**src/sv/raft_es_pkg.sv**
```systemverilog
`timescale 1ns / 1ps
// ----------------------------------------------------------------------------
// raft_es_pkg
// Shared types and codes for the raft election state block.
// ----------------------------------------------------------------------------
`default_nettype none

package raft_es_pkg;

  localparam int ID_BITS    = 4;
  localparam int FTERM_BITS = 32;
  localparam int CNT_BITS   = 5;
  localparam int MODE_BITS  = 3;
  localparam int ROLE_BITS  = 2;

  localparam logic [MODE_BITS-1:0] MODE_LOAD      = 3'd0;
  localparam logic [MODE_BITS-1:0] MODE_CANDIDATE = 3'd1;
  localparam logic [MODE_BITS-1:0] MODE_FOLLOWER  = 3'd2;
  localparam logic [MODE_BITS-1:0] MODE_LEADER    = 3'd3;
  localparam logic [MODE_BITS-1:0] MODE_GRANT     = 3'd4;
  localparam logic [MODE_BITS-1:0] MODE_RECORD    = 3'd5;

  localparam logic [ROLE_BITS-1:0] ROLE_FOLLOWER  = 2'd0;
  localparam logic [ROLE_BITS-1:0] ROLE_CANDIDATE = 2'd1;
  localparam logic [ROLE_BITS-1:0] ROLE_LEADER    = 2'd2;

  typedef struct packed {
    logic [ROLE_BITS-1:0]  role;
    logic [FTERM_BITS-1:0] term;
    logic                  vote_held;
    logic [ID_BITS-1:0]    vote_target;
    logic [CNT_BITS-1:0]   votes_granted;
    logic                  ok;
    logic                  fault;
  } res_t;

endpackage

`default_nettype wire

```
**src/sv/raft_es_update.sv**
```systemverilog
`timescale 1ns / 1ps
// ----------------------------------------------------------------------------
// raft_es_update
// Next-state and result logic for one election event.
// ----------------------------------------------------------------------------
`default_nettype none

module raft_es_update
  import raft_es_pkg::*;
#(
  parameter int MAX_REPLICAS = 16,
  parameter int TERM_BITS    = 32
) (
  input  wire logic [MODE_BITS-1:0]  mode,
  input  wire logic [FTERM_BITS-1:0] term_in,
  input  wire logic [ID_BITS-1:0]    peer,
  input  wire logic                  peer_present,
  input  wire logic [ID_BITS-1:0]    self_id,
  input  wire logic [ROLE_BITS-1:0]  role_cur,
  input  wire logic [TERM_BITS-1:0]  term_cur,
  input  wire logic                  vv_cur,
  input  wire logic [ID_BITS-1:0]    vid_cur,
  input  wire logic [((MAX_REPLICAS < (1 << ID_BITS)) ? MAX_REPLICAS : (1 << ID_BITS))-1:0]
                                     bits_cur,
  input  wire logic [CNT_BITS-1:0]   cnt_cur,
  output logic      [ROLE_BITS-1:0]  role_next,
  output logic      [TERM_BITS-1:0]  term_next,
  output logic                       vv_next,
  output logic      [ID_BITS-1:0]    vid_next,
  output logic [((MAX_REPLICAS < (1 << ID_BITS)) ? MAX_REPLICAS : (1 << ID_BITS))-1:0]
                                     bits_next,
  output logic      [CNT_BITS-1:0]   cnt_next,
  output res_t                       res
);

  localparam int VW = (MAX_REPLICAS < (1 << ID_BITS)) ? MAX_REPLICAS : (1 << ID_BITS);
  localparam int XW = (TERM_BITS > FTERM_BITS) ? TERM_BITS : FTERM_BITS;

  logic [VW-1:0]        peer_hot;
  logic [VW-1:0]        self_hot;
  logic [XW-1:0]        term_in_x;
  logic [XW-1:0]        term_out_x;
  logic [TERM_BITS-1:0] term_ext;
  logic                 ok;
  logic                 fault;

  // one-hot ids; ids at or beyond the replica count decode to nothing
  always_comb begin
    for (int i = 0; i < VW; i++) begin
      peer_hot[i] = (peer == ID_BITS'(i));
      self_hot[i] = (self_id == ID_BITS'(i));
    end
  end

  assign term_in_x = XW'(term_in);
  assign term_ext  = term_in_x[TERM_BITS-1:0];

  always_comb begin
    role_next = role_cur;
    term_next = term_cur;
    vv_next   = vv_cur;
    vid_next  = vid_cur;
    bits_next = bits_cur;
    cnt_next  = cnt_cur;
    ok        = 1'b0;
    fault     = 1'b0;
    unique case (mode)
      MODE_LOAD: begin
        term_next = term_ext;
        vv_next   = peer_present;
        vid_next  = peer_present ? peer : '0;
      end
      MODE_CANDIDATE: begin
        role_next = ROLE_CANDIDATE;
        if (&term_cur) begin
          fault = 1'b1;
        end else begin
          term_next = term_cur + TERM_BITS'(1);
        end
        vv_next   = 1'b1;
        vid_next  = self_id;
        bits_next = self_hot;
        cnt_next  = CNT_BITS'(|self_hot);
      end
      MODE_FOLLOWER: begin
        if (term_ext < term_cur) begin
          fault = 1'b1;
        end else begin
          role_next = ROLE_FOLLOWER;
          bits_next = '0;
          cnt_next  = '0;
          if (term_ext != term_cur) begin
            term_next = term_ext;
            vv_next   = 1'b0;
            vid_next  = '0;
            ok        = 1'b1;
          end
        end
      end
      MODE_LEADER: begin
        role_next = ROLE_LEADER;
        bits_next = '0;
        cnt_next  = '0;
      end
      MODE_GRANT: begin
        if ((|peer_hot) && (!vv_cur || vid_cur == peer)) begin
          vv_next  = 1'b1;
          vid_next = peer;
          ok       = 1'b1;
        end
      end
      MODE_RECORD: begin
        if ((|peer_hot) && !(|(bits_cur & peer_hot))) begin
          bits_next = bits_cur | peer_hot;
          cnt_next  = cnt_cur + CNT_BITS'(1);
          ok        = 1'b1;
        end
      end
      default: begin
      end
    endcase
  end

  assign term_out_x = XW'(term_next);

  always_comb begin
    res.role          = role_next;
    res.term          = term_out_x[FTERM_BITS-1:0];
    res.vote_held     = vv_next;
    res.vote_target   = vv_next ? vid_next : '0;
    res.votes_granted = cnt_next;
    res.ok            = ok;
    res.fault         = fault;
  end

endmodule

`default_nettype wire

```
**src/sv/raft_election_state.sv**
```systemverilog
`timescale 1ns / 1ps
// ----------------------------------------------------------------------------
// raft_election_state
// Election state of one replica: role, term, vote and granted voters.
// ----------------------------------------------------------------------------
// Takes one event request per cycle when the output is not stalled and
// returns exactly one result per event. An accepted request is held in an
// input register; while it is held there, the state update and the result are
// computed, and both are stored together when the result register advances.
// The election state is read, updated and written back for each request,
// which sustains one request per cycle. The replica id is written on the cfg
// port, which is always ready; write it only while no request is in flight.
`default_nettype none

module raft_election_state
  import raft_es_pkg::*;
#(
  parameter int MAX_REPLICAS = 16,
  parameter int TERM_BITS    = 32
) (
  input  wire logic                  clk,
  input  wire logic                  rst,
  input  wire logic                  cfg_valid,
  output logic                       cfg_ready,
  input  wire logic [ID_BITS-1:0]    cfg_data,
  input  wire logic                  in_valid,
  output logic                       in_stall,
  input  wire logic [MODE_BITS-1:0]  mode,
  input  wire logic [FTERM_BITS-1:0] term_in,
  input  wire logic [ID_BITS-1:0]    peer,
  input  wire logic                  peer_present,
  output logic                       out_valid,
  input  wire logic                  out_stall,
  output logic      [ROLE_BITS-1:0]  role,
  output logic      [FTERM_BITS-1:0] term_out,
  output logic                       vote_held,
  output logic      [ID_BITS-1:0]    vote_target,
  output logic      [CNT_BITS-1:0]   votes_granted,
  output logic                       ok,
  output logic                       fault
);

  localparam int VW = (MAX_REPLICAS < (1 << ID_BITS)) ? MAX_REPLICAS : (1 << ID_BITS);

  logic [ID_BITS-1:0]    self_id;

  logic                  s1_valid;
  logic [MODE_BITS-1:0]  s1_mode;
  logic [FTERM_BITS-1:0] s1_term;
  logic [ID_BITS-1:0]    s1_peer;
  logic                  s1_present;

  logic [ROLE_BITS-1:0]  role_reg;
  logic [TERM_BITS-1:0]  term_reg;
  logic                  vote_valid;
  logic [ID_BITS-1:0]    vote_id;
  logic [VW-1:0]         voter_bits;
  logic [CNT_BITS-1:0]   voter_cnt;

  logic [ROLE_BITS-1:0]  role_next;
  logic [TERM_BITS-1:0]  term_next;
  logic                  vote_valid_next;
  logic [ID_BITS-1:0]    vote_id_next;
  logic [VW-1:0]         voter_bits_next;
  logic [CNT_BITS-1:0]   voter_cnt_next;
  res_t                  res_next;
  res_t                  res;

  logic                  advance;
  logic                  accept;
  logic                  fire;

  assign cfg_ready = 1'b1;
  assign advance   = !out_valid || !out_stall;
  assign in_stall  = s1_valid && !advance;
  assign accept    = in_valid && !in_stall;
  assign fire      = s1_valid && advance;

  raft_es_update #(
    .MAX_REPLICAS (MAX_REPLICAS),
    .TERM_BITS    (TERM_BITS)
  ) u_update (
    .mode         (s1_mode),
    .term_in      (s1_term),
    .peer         (s1_peer),
    .peer_present (s1_present),
    .self_id      (self_id),
    .role_cur     (role_reg),
    .term_cur     (term_reg),
    .vv_cur       (vote_valid),
    .vid_cur      (vote_id),
    .bits_cur     (voter_bits),
    .cnt_cur      (voter_cnt),
    .role_next    (role_next),
    .term_next    (term_next),
    .vv_next      (vote_valid_next),
    .vid_next     (vote_id_next),
    .bits_next    (voter_bits_next),
    .cnt_next     (voter_cnt_next),
    .res          (res_next)
  );

  always_ff @(posedge clk) begin
    if (rst) begin
      self_id <= '0;
    end else if (cfg_valid && cfg_ready) begin
      self_id <= cfg_data;
    end
  end

  // input register
  always_ff @(posedge clk) begin
    if (rst) begin
      s1_valid <= 1'b0;
    end else if (accept) begin
      s1_valid <= 1'b1;
    end else if (advance) begin
      s1_valid <= 1'b0;
    end
  end

  always_ff @(posedge clk) begin
    if (accept) begin
      s1_mode    <= mode;
      s1_term    <= term_in;
      s1_peer    <= peer;
      s1_present <= peer_present;
    end
  end

  // election state
  always_ff @(posedge clk) begin
    if (rst) begin
      role_reg   <= ROLE_FOLLOWER;
      term_reg   <= '0;
      vote_valid <= 1'b0;
      vote_id    <= '0;
      voter_bits <= '0;
      voter_cnt  <= '0;
    end else if (fire) begin
      role_reg   <= role_next;
      term_reg   <= term_next;
      vote_valid <= vote_valid_next;
      vote_id    <= vote_id_next;
      voter_bits <= voter_bits_next;
      voter_cnt  <= voter_cnt_next;
    end
  end

  // result register
  always_ff @(posedge clk) begin
    if (rst) begin
      out_valid <= 1'b0;
    end else if (advance) begin
      out_valid <= s1_valid;
    end
  end

  always_ff @(posedge clk) begin
    if (fire) begin
      res <= res_next;
    end
  end

  assign role          = res.role;
  assign term_out      = res.term;
  assign vote_held     = res.vote_held;
  assign vote_target   = res.vote_target;
  assign votes_granted = res.votes_granted;
  assign ok            = res.ok;
  assign fault         = res.fault;

endmodule

`default_nettype wire
```
**config.mk**
```make
export PLATFORM = sky130hd
export DESIGN_NAME = raft_election_state
export DESIGN_NICKNAME = d
export VERILOG_FILES = /design/src/sv/raft_es_pkg.sv /design/src/sv/raft_es_update.sv /design/src/sv/raft_election_state.sv
export SDC_FILE = /design/constraint.sdc
export NUM_CORES = 1
export LEC_CHECK = 0
export BUFFER_PORTS_ARGS = -buffer_cell sky130_fd_sc_hd__clkbuf_2
export CORE_MARGIN = 1.5
export CORE_UTILIZATION = 40
export DETAILED_ROUTE_END_ITERATION = 8
export GPL_ROUTABILITY_DRIVEN = 0
export SLEW_MARGIN = 20
export SYNTH_ARGS = -nofsm -noshare
export SYNTH_HDL_FRONTEND = slang
export SYNTH_SLANG_ARGS = --single-unit
```
**constraint.sdc**
```tcl
create_clock -name clk -period 8.6 [get_ports clk]
set_input_delay 1.72 -clock clk [delete_from_list [all_inputs] [get_ports clk]]
set_output_delay 1.72 -clock clk [all_outputs]
set_load 0.02 [all_outputs]
```
==> impl_metrics.tcl, run 1 <==
set metrics [dict create \
    status "completed" \
    detail_route.wl_per_cell_um 19.1 \
    crit_arrival_ps 2260 \
    clock-sinks 152 \
    wirelength_mm 23.7 \
    dp.cells 1206 \
    synth-edff-count 86 \
    synthCells 883 \
    cts_max_level 4 \
    yosys_most_used_dff "edfxtp_1" \
    synth_warnings 0 \
    drc 0 \
    synthTopCellsByArea "edfxtp_1 31%, dfxtp_1 16%, ha_1 5.0%, a21oi_1 3.8%, nand2_1 3.7%" \
    crit_path_max_fanout 3 \
    drt-initial-drc-count 803 \
    nets 1038 \
    design.core.area_sq_um 20500 \
    clock_latency_ps 430 \
    crit_path_start_kind "input port" \
    ios 98 \
    n_fill_cell 1905 \
    avgViaCountPerCell 5.98 \
    yosysTopAreaCell "edfxtp_1" \
    port_buffers 96 \
    placed_area_sq_um 9110 \
    tritoncts "done" \
    dr.pass1.iters 5 \
    min_period_ps 3980 \
    grt_pass1_vias 6844 \
    synth_fp_nets 966 \
    grt_pass1_wl_mm 37.6 \
    p_per_area_nw_per_um2 189 \
    pre_cts_slack_ps 4440 \
    ys_types 82 \
    worst_pin_slew_ps 1090 \
    synth_top_area_share 0.306 \
    path_class "in -> out" \
    fin_tns_setup_ps 0 \
    post-route-period-util 0.463 \
    setup-violations-final 0 \
    maxCapViolations 0 \
    fin_hold_ws_ps 490 \
    synth_area_sq_um 8450 \
    fmax_mhz 251 \
    fin_worst_skew_ps 13.4 \
    area_growth_pct 15.2 \
    n_antenna_cell 0 \
    cts-root-buf "clkbuf_16" \
    multi_input_area_sq_um 4120 \
    grt_usage 0.220 \
    via_count 7402 \
    clk_pin_slew_ps 60 \
    drive_above_1_share 0.167 \
    hp-class "reg -> reg" \
    ir_drop_uv 132 \
    grt-ovfl-total 0 \
    cts_buffer_depth 2 \
    relSlewSlack 0.272 \
    p_leak_nw 3.65 \
    fin_ws_ps 4620 \
    rsz0062_at_grt "no" \
    cts_buffers 17 \
    die_h_um 148 \
    ant_nets 0 \
    start_util 0.412 \
    hold_buffers 0 \
    avgSynthCellArea_sq_um 9.57 \
    hpwl_mm 16.2 \
    layout.cells.non_filler 1238 \
    seq_area_sq_um 3900 \
    die_w_um 148 \
    yosys_register_bits 152 \
    cts_resized 0 \
    drv_slew 0 \
    ys_seq_area_frac 0.462 \
    finalHoldViolations 0 \
    cp-end-kind "output port" \
    grt_max_degree 41 \
    cts_setup_buffers 0 \
    antenna_found_initial 0 \
    stdcell_area_sq_um 9730 \
    cp.required_ps 6880 \
    async_flop_share 0 \
    dieArea_sq_um 22000 \
    core.rowCount 52 \
]
-- critical path, cell delays in order --
cell	delay (ps)
clkbuf_2	100
and3_1	250
clkbuf_2	200
-- synthesized netlist by cell type, types with 5 or more instances --
cell type / n
nor4_1: 9
a211oi_1: 8
nand2_1: 84
o21a_1: 7
inv_1: 46
a21o_1: 5
o31ai_1: 8
and4_1: 5
nand4_1: 20
edfxtp_1: 86
o311ai_0: 9
o21ai_0: 55
o32ai_1: 7
buf_2: 11
nor3_1: 18
a221o_1: 6
nand3_1: 23
a21oi_1: 64
a22oi_1: 12
nor2_1: 62
mux2i_1: 7
ha_1: 34
o32a_1: 5
o211a_1: 13
clkbuf_1: 33
dfxtp_1: 66
xnor2_1: 15
nor2b_1: 12
and2_1: 9
a31oi_1: 26
and3_1: 8
nand2b_1: 5
o221ai_1: 13
-- cells in the final DEF, fill, tap and decap left out, types with 7 or more instances in the layout --
cell	netlist	routed
nand2_1	84	84
edfxtp_1	86	86
nor2b_1	12	11
a211oi_1	8	8
o211a_1	13	13
o32ai_1	7	7
buf_4	4	12
a31oi_1	26	26
dfxtp_1	66	66
clkbuf_2	0	96
ha_1	34	34
a22oi_1	12	12
nor2_1	62	61
clkbuf_16	0	21
inv_1	46	46
o221ai_1	13	13
o31ai_1	8	8
nand3_1	23	23
xnor2_1	15	15
and2_1	9	9
nand4_1	20	20
o21a_1	7	7
o311ai_0	9	9
a21oi_1	64	64
o21ai_0	55	55
nor4_1	9	9
mux2i_1	7	7
and3_1	8	8
nor3_1	18	18
-- worst paths after layout --
kind | from | endpoint | slack [ps] | cells after the start
min | s1_valid$_SDFFE_PP0P_ | out_valid$_SDFFE_PP0N_ | 490 | 2
max | out_stall | in_stall | 4620 | 3
min reg2reg | s1_valid$_SDFFE_PP0P_ | out_valid$_SDFFE_PP0N_ | 490 | 2
max reg2reg | term_reg[12]$_SDFFE_PP0P_ | term_out[14]$_DFFE_PP_ | 4890 | 11
-- per-stage QoR --
stage | util | total power [W]
2_1_floorplan | - | 0.00101
3_5_place_dp | 0.445 | 0.00108
3_3_place_gp | 0.445 | 0.00108
4_1_cts | 0.475 | 0.00186
6_report | 0.475 | 0.00184
5_1_grt | 0.475 | 0.00192
-- cell families (layout without fill, tap and decap cells) --
family / after synthesis / after routing / share of synthesized area
buf+inv: 103 / 188 / 0.0518
xor+xnor: 19 / 19 / 0.0197
simple gates: 267 / 267 / 0.153
mux: 9 / 9 / 0.0123
fa+ha+maj: 34 / 34 / 0.0503
other cells: 1 / 1 / 0.000444
flops: 152 / 152 / 0.462
compound gates: 298 / 298 / 0.251
-- power by group --
group          switching, W  internal [W]  total [W]
clock network      0.000316      0.000458   0.000774
registers         0.0000340      0.000809   0.000843
logic              0.000147     0.0000794   0.000227
-- layout make-up --
class	instances	share of cell area
timing repair buffer	108	0.0586
inverter	48	0.0185
multi-input combinational	628	0.423
sequential	152	0.401
tap	270	0.0347
clock inverter	9	0.00733
clock buffer	23	0.0568
-- routing by layer --
| layer | track usage | wire, um | vias to the layer above | share of wire |
|---|---|---|---|---|
| met2 | 0.321 | 10200 | 341 | 0.43 |
| li1 | - | - | 3516 | - |
| met5 | 0 | 0 | - | 0 |
| met1 | 0.324 | 11100 | 3509 | 0.47 |
| met4 | 0.0723 | 442 | 0 | 0.019 |
| met3 | 0.0433 | 1900 | 36 | 0.080 |
Power figures use the tool's default switching activity.
==> inputs of run 2 (changes only) <==
--- a/config.mk
+++ b/config.mk
@@ -5,6 +5,7 @@
 export SDC_FILE = /design/constraint.sdc
 export NUM_CORES = 1
 export LEC_CHECK = 0
+export ABC_AREA = 1
 export BUFFER_PORTS_ARGS = -buffer_cell sky130_fd_sc_hd__clkbuf_2
 export CORE_MARGIN = 1.5
 export CORE_UTILIZATION = 40
==> constraint.sdc (replaced) <==
create_clock -name clk -period 3.4 [get_ports clk]
set_input_delay 0.68 -clock clk [delete_from_list [all_inputs] [get_ports clk]]
set_output_delay 0.68 -clock clk [all_outputs]
set_load 0.02 [all_outputs]
==> run 2 against run 1 <==
Total power rose to 2.7 times the previous value. Hold slack worse by 81 ps. Combinational power increased to 3.7 times the previous value. Worst setup slack got worse by 4200 ps. Non-clock buffer count up 20. Core utilization fell by 0.35 points. Sequential share of layout area fell by 4.7 points. Cell area is 13% higher. Final cell count grew 46%. Routed wire length rose by 18%. Die area increased by 12%. Critical endpoint is now term_out[31]$_DFFE_PP_. Largest cell class unchanged. Largest power group unchanged.
==> impl_metrics.tcl, run 2 <==
set metrics [dict create \
    min_period_ps 2940 \
    cts-root-buf "clkbuf_16" \
    synth_area_sq_um 9510 \
    cts_max_level 4 \
    synth_fp_nets 1470 \
    tritoncts "done" \
    yosys_most_used_dff "edfxtp_1" \
    finalHoldViolations 0 \
    fin_worst_skew_ps 14.8 \
    synth_common_cells "492 x nand2_1, 144 x inv_1, 122 x nand3_1" \
    p_seq_frac 0.441 \
    yosys_register_bits 152 \
    placed_area_sq_um 10400 \
    path_common_cell "nand2_1" \
    ir_drop_uv 257 \
    grt_pass1_wl_mm 45.3 \
    yosysTopAreaCell "edfxtp_1" \
    detail_route.wl_per_cell_um 15.4 \
    area_growth_pct 16.0 \
    fmax_mhz 340 \
    setup-violations-final 0 \
    start_util 0.406 \
    slowest_delay_ps 440 \
    grt-ovfl-total 0 \
    synth_warnings 0 \
    ys_types 38 \
    drt-met1-wl_mm 12.9 \
    synth-edff-count 86 \
    drv_slew 0 \
    critical_path_buf_inv_count 3 \
    port_buffers 96 \
    cts_buffer_depth 2 \
    post-route-period-util 0.866 \
    status "completed" \
    dp.cells 1780 \
    cp.required_ps 3590 \
    synthCells 1387 \
    clkPwrFrac 0.391 \
    clock_latency_ps 440 \
    layout_common_cells "492 x nand2_1, 143 x inv_1, 122 x nand3_1" \
    n_antenna_cell 0 \
    avgSynthCellArea_sq_um 6.86 \
    pre_cts_slack_ps 499 \
    synth_top_area_share 0.272 \
    ys_seq_area_frac 0.411 \
    internal-power_w 0.00337 \
    power.total_w 0.00493 \
    p_per_area_nw_per_um2 447 \
    final_common_cell "nand2_1" \
    routed.top_layer "met4" \
    via_count 9325 \
    grt_pass1_vias 8668 \
    cts_resized 0 \
    clk_pin_slew_ps 70 \
    clock-sinks 152 \
    die_w_um 157 \
    synthTopCellsByArea "edfxtp_1 27%, nand2_1 19%, dfxtp_1 14%, nand3_1 6.4%, a21oi_1 6.2%" \
    wl_met2_mm 12.5 \
    cts_buffers 17 \
    grt_usage 0.235 \
    hold_buffers 0 \
    power_switching_w 0.00156 \
    cpLargestDelayFamily "simple AND/OR/NAND/NOR gates" \
    avgViaCountPerCell 5.15 \
    crit_arrival_ps 3140 \
    core.rowCount 56 \
    die_h_um 157 \
    combPwrFrac 0.168 \
    dr.pass1.iters 7 \
    cts_setup_buffers 0 \
    hp-class "in -> reg" \
    design.core.area_sq_um 23400 \
    dieArea_sq_um 24700 \
    rsz0062_at_grt "no" \
    cp-end-kind "register" \
    crit_chain "inv_1 > ha_1 > nand2_1 > nor2_1 > nand4_1 > nor2_1 > nand2_1 > buf_4 > nand2_1 > o21ai_0 > nand2_1 > nand2_1 > nand2_1 > nand2_1 > nand2_1 > inv_1" \
    relSlewSlack 0.578 \
    slowest_stage "dfxtp_1" \
    async_flop_share 0 \
    stdcell_area_sq_um 11000 \
    p_leak_nw 5.09 \
    n_fill_cell 2427 \
    path_class "reg -> reg" \
    ios 98 \
    hpwl_mm 19.8 \
    grt_max_degree 62 \
    synth.most_common_cell "nand2_1" \
    p_sw_frac 0.317 \
    wirelength_mm 27.9 \
    ant_nets 0 \
    drive_above_1_share 0.122 \
    worst_pin_slew_ps 633 \
    fin_ws_ps 455 \
    layout.cells.non_filler 1812 \
    antenna_found_initial 0 \
    drc 0 \
    crit_path_max_fanout 18 \
    maxCapViolations 0 \
    nets 1563 \
    dr_wl_met3_mm 1.80 \
    drt-initial-drc-count 795 \
    crit_path_start_kind "register" \
    fin_tns_setup_ps 0 \
]
-- run 2: cell count changes after synthesis, sizes merged, moves of 14 or more --
cell,previous run,this run
a31oi,27,3
xnor2,15,1
a21oi,66,118
nand3,23,123
nor2,62,103
o21ai,58,99
nand2,84,493
inv,47,149
-- run 2: cell families after synthesis --
family / synth area share
simple gates: 0.319
compound gates: 0.133
buf+inv: 0.0839
flops: 0.411
fa+ha+maj: 0.0447
xor+xnor: 0.00829
other cells: 0.000394
-- run 2: layer usage --
metal	vias to the layer above	GRT usage
li1	4725	-
met1	4225	0.315
met2	323	0.377
met3	52	0.0474
met4	0	0.0795
met5	-	0
-- run 2: metrics by stage --
step | hold WS [ps] | util
CTS | 399 | 0.471
floorplan | 454 | -
global placement | 467 | 0.446
global route | 393 | 0.471
finish | 409 | 0.471
detailed placement | 466 | 0.446
-- run 2: worst paths after layout --
path / startpoint / to / slack, ps / cells past startpoint
max: term_reg[23]$_SDFFE_PP0P_ / term_out[31]$_DFFE_PP_ / 460 / 16
min reg2reg: voter_bits[15]$_SDFFE_PP0P_ / voter_bits[15]$_SDFFE_PP0P_ / 480 / 2
max reg2reg: term_reg[23]$_SDFFE_PP0P_ / term_out[31]$_DFFE_PP_ / 460 / 16
min: term_in[3] / s1_term[3]$_DFFE_PP_ / 410 / 1
-- run 2: final cells by class --
type / count / area, sq um / area share
tap: 319 / 399 / 0.0362
timing repair buffer: 128 / 746 / 0.0676
sequential: 152 / 3900 / 0.354
inverter: 152 / 571 / 0.0517
multi-input combinational: 1029 / 4820 / 0.437
clock inverter: 14 / 143 / 0.0129
clock buffer: 18 / 450 / 0.0408
-- run 2: power groups by stage --
stage	sequential, W	combinational [W]	clock [W]
4_1_cts	0.00217	0.000829	0.00197
6_report	0.00217	0.000830	0.00193
5_1_grt	0.00219	0.000948	0.00205
2_1_floorplan	0.00222	0.000543	0
3_3_place_gp	0.00221	0.000817	0
3_5_place_dp	0.00221	0.000824	0
